## src/rtl/lgpp_pkg.sv

```systemverilog
`default_nettype none

package lgpp_pkg;

    localparam int HALF_LINES       = 32;
    localparam int HALF_WORD_OFFSET = 8;

    localparam int LINE_W  = 5;
    localparam int WORD_W  = 4;
    localparam int ADDR_W  = LINE_W + WORD_W;
    localparam int DEPTH   = 1 << ADDR_W;
    localparam int DATA_W  = 16;
    localparam int X_W     = 7;
    localparam int Y_W     = 6;
    localparam int YE_W    = Y_W + 1;
    localparam int WSUM_W  = WORD_W + 1;

    typedef enum logic [1:0] {
        MODE_CLR  = 2'd0,
        MODE_SET  = 2'd1,
        MODE_TOG  = 2'd2,
        MODE_KEEP = 2'd3
    } mode_t;

    typedef enum logic {
        FUNC_PLOT  = 1'b0,
        FUNC_CLEAR = 1'b1
    } func_t;

    typedef enum logic [2:0] {
        ST_INIT,
        ST_IDLE,
        ST_READ,
        ST_WRITE,
        ST_CLEAR
    } state_t;

    typedef struct packed {
        logic load;
        logic sweep_we;
        logic rmw_we;
        logic ack;
    } lgpp_cmd_t;

    typedef struct packed {
        logic sweep_last;
    } lgpp_sts_t;

endpackage

`default_nettype wire

```

## src/rtl/lgpp_ctrl.sv

```systemverilog
`default_nettype none

module lgpp_ctrl
    import lgpp_pkg::*;
(
    input  wire logic      clk,
    input  wire logic      rst_n,
    input  wire logic      start,
    input  wire logic      func,
    input  wire lgpp_sts_t sts,
    output lgpp_cmd_t      cmd,
    output logic           busy
);

    state_t state_reg;
    state_t state_next;

    always_ff @(posedge clk or negedge rst_n)
    begin
        if (!rst_n)
        begin
            state_reg <= ST_INIT;
        end
        else
        begin
            state_reg <= state_next;
        end
    end

    always_comb
    begin
        state_next = state_reg;
        cmd        = '0;
        busy       = 1'b1;
        unique case (state_reg)
            ST_INIT:
            begin
                cmd.sweep_we = 1'b1;
                if (sts.sweep_last)
                begin
                    state_next = ST_IDLE;
                end
            end
            ST_IDLE:
            begin
                busy = 1'b0;
                if (start)
                begin
                    cmd.load = 1'b1;
                    if (func == FUNC_CLEAR)
                    begin
                        state_next = ST_CLEAR;
                    end
                    else
                    begin
                        state_next = ST_READ;
                    end
                end
            end
            ST_READ:
            begin
                state_next = ST_WRITE;
            end
            ST_WRITE:
            begin
                cmd.rmw_we = 1'b1;
                state_next = ST_IDLE;
            end
            ST_CLEAR:
            begin
                cmd.sweep_we = 1'b1;
                if (sts.sweep_last)
                begin
                    cmd.ack    = 1'b1;
                    state_next = ST_IDLE;
                end
            end
            default:
            begin
                state_next = ST_INIT;
            end
        endcase
    end

endmodule

`default_nettype wire

```

## config.mk

```make
export PLATFORM = sky130hd
export DESIGN_NAME = lgpp_ctrl
export DESIGN_NICKNAME = d
export VERILOG_FILES = /design/src/rtl/lgpp_pkg.sv /design/src/rtl/lgpp_ctrl.sv
export SDC_FILE = /design/constraint.sdc
export NUM_CORES = 1
export LEC_CHECK = 0
export BUFFER_PORTS_ARGS = -buffer_cell sky130_fd_sc_hd__buf_4
export CAP_MARGIN = 0
export CELL_PAD_IN_SITES_DETAIL_PLACEMENT = 1
export CELL_PAD_IN_SITES_GLOBAL_PLACEMENT = 2
export CORE_AREA = 3 3 40 42
export CTS_BUF_LIST = sky130_fd_sc_hd__clkbuf_8
export CTS_CLUSTER_SIZE = 10
export DETAILED_ROUTE_END_ITERATION = 16
export DIE_AREA = 0 0 43 45
export PLACE_DENSITY = 0.54
export SYNTH_ARGS = -nofsm -noshare
export SYNTH_HDL_FRONTEND = slang
export SYNTH_SLANG_ARGS = --single-unit
export TNS_END_PERCENT = 50
```

## constraint.sdc

```tcl
create_clock -name clk -period 1.41 [get_ports clk]
set_input_delay 0.141 -clock clk [delete_from_list [all_inputs] [get_ports clk]]
set_output_delay 0.141 -clock clk [all_outputs]
set_load 0.02 [all_outputs]
```

==> qor.txt <==
Routed wire per std cell: 8.96 µm
period utilisation layout: 91.0%
clk sinks: 3
Compound-Gate Fraction of Synth Area: 9.03%
DRC violations left: 0
multiplexer area fraction after synthesis: 5.56%
Post-Syn Instances: 19
Post-Syn Area: 180 µm²
clock-pin slew on the worst setup and hold paths: 0.03 ns
setup TNS: 0 ns
Sw Pwr: 0.278 mW
Yosys top cell area share: 41.7%
CTS H-Tree Depth: 1
WP data required: 1.27 ns
Overall Global Routing Usage: 5.09%
Placer Congestion: 0.647
sequential-to-total area share from yosys stat: 41.7%
Slew @ Worst Pin: 0.230 ns
Seq cells post-synth: 3
min-delay worst type: in -> reg
Cell Pwr Density: 2340 mW/mm²
most common cell after layout, fill and taps aside: buf_4
CTS tree: yes
Tot Pwr: 0.752 mW
Max VDD drop: 0.799 mV
largest family of logic cells by synthesized area: simple AND/OR/NAND/NOR gates
Crit Path Class: reg -> out
Overflow after GRT: 0
Final Slew Violations: 0
final hold violation count: 0
Post-Synth XOR/XNOR Area: 0%
final non-filler cell area: 322 µm²
mean area per synthesized cell: 9.48 µm²
core area: 0.00128 mm²
via count: 175
final setup violating endpoints: 0
ANT nets after route: 0
area leader, netlist: dfrtp_1
FF-to-FF setup slack: 0.47 ns
CTS Buffer Depth: 2
unrepaired setup endpoints after global routing: false
Netlist cell types: 14
switch share: 36.9%
Post-Synth Adder-Cell Area: 0%
IO Port Bufs: 9
CP Capture Type: primary output
Synth area leaders: dfrtp_1 42%, nor3b_1 8.3%, nor2b_4 7.6%, nor3b_2 6.9%, nor2_1 6.3%
number of clock buffers inserted by TritonCTS: 3
vias in the first global route: 172
HPWL Detailed: 349 µm
number of max-cap violations: 0
Post-Syn Nets: 24
synth-to-layout area growth: 78.5%
Fill cells: 158
combinational share of power: 44.0%
worst skew pair latency: 0.21 ns
commonest cells after routing, fill and taps aside: 9 x buf_4, 3 x nor2_1, 3 x clkbuf_8, 3 x dfrtp_1
die height: 45 µm
Via density: 3.65
initial antenna violation count: 0
crit path time final: 1.28 ns
Pre-antenna DRT Iters: 2
status: finished clean
Sequential Power Share: 24.5%
largest net degree at the start of global routing: 9
P_int: 0.475 mW
die area: 0.00194 mm²
top-level port count: 10
Post-Synth Simple-Gate Area: 41.7%
Nets: 39
Synth Warn #: 0
LEAKAGE: 0.164 nW
Largest register FFs: 3
row count: 13
Chip Width: 43 µm
Slew HR: 84.7%
Final Skew: 0.00171 ns
first-pass GRT wire length: 662 µm
Initial Util: 14.0%
Max Clock Freq: 780 MHz
Antenna Cells: 0
Area after DPL: 267 µm²
CP Launch Type: flip-flop
final wirelength: 430 µm
Worst EP arrival: 1.14 ns
Final Util: 25.0%
Clk pwr share: 31.5%
fraction of layout cells with a size suffix above 1: 42.4%
CTS Root Buffer Type: clkbuf_8
DRT iter0 DRCs: 4
Worst Path Max Fanout: 8
critical path: stages, from the launching register on:
cell     delay (ns)
dfrtp_1        0.44
nor2_1         0.18
and3_1         0.17
buf_4          0.13
per-stage QoR:
step	instances	hold slack (ns)	worst slack, ns
floorplan	19	-0.155	0.159
global placement	43	-0.0694	0.337
detailed placement	43	-0.0673	0.334
CTS	48	0.170	0.104
global route	48	0.198	0.0516
finish	48	0.168	0.127
final cells by class:
class	count	area [µm²]	share of cell area (%)
clock buffers	3	41.3	12.8
inverters	1	3.75	1.17
clock inverters	1	3.75	1.17
flip-flops and latches	3	75.1	23.3
repair buffers	10	77.6	24.1
multi-input cells	15	101	31.5
well taps	15	18.8	5.84
cells by family after synthesis:
| group | Yosys count |
|---|---|
| compound gates | 3 |
| buf+inv | 1 |
| flops | 3 |
| simple gates | 11 |
| mux | 1 |
final timing paths:
| kind | start | endpoint | depth (start not counted) |
|---|---|---|---|
| setup / recovery | state_reg[1] | cmd[0] | 3 |
| hold / removal | sts | state_reg[0] | 3 |
| setup reg to reg | state_reg[1] | state_reg[1] | 3 |
| hold reg to reg | state_reg[2] | state_reg[1] | 1 |
| max in group asynchronous | rst_n | state_reg[0] | 2 |
| min in group asynchronous | rst_n | state_reg[1] | 2 |
synth_stat cells (all sizes together):
library cell  count
dfrtp             3
nor2b             1
a21oi             1
o21ai             1
and2              1
a31oi             1
mux2i             1
nand2b            1
nor3b             3
inv               1
and3              1
nand2             1
nor2              3
routing by layer:
metal  routed length, µm  global-route usage [%]  share of wire (%)
met3                  35                    1.99                8.1
met1                 215                    5.58                 50
met5                   0                       0                  0
met2                 179                    6.29                 42
met4                   0                    7.23                  0
power groups by stage:
stage / sequential, mW / combinational [mW] / clock [mW]
after global routing: 0.192 / 0.363 / 0.254
final: 0.184 / 0.331 / 0.237
after floorplan: 0.172 / 0.213 / 0
after detailed placement: 0.186 / 0.337 / 0
after global placement: 0.184 / 0.340 / 0
after CTS: 0.185 / 0.339 / 0.247
timing repair:
action / in CTS / in global routing
hold endpoints to repair: 3 / 0
buffers inserted: 0 / 0
hold buffers: 1 / 0
resized for setup: 0 / 0
Power figures use the tool's default switching activity.
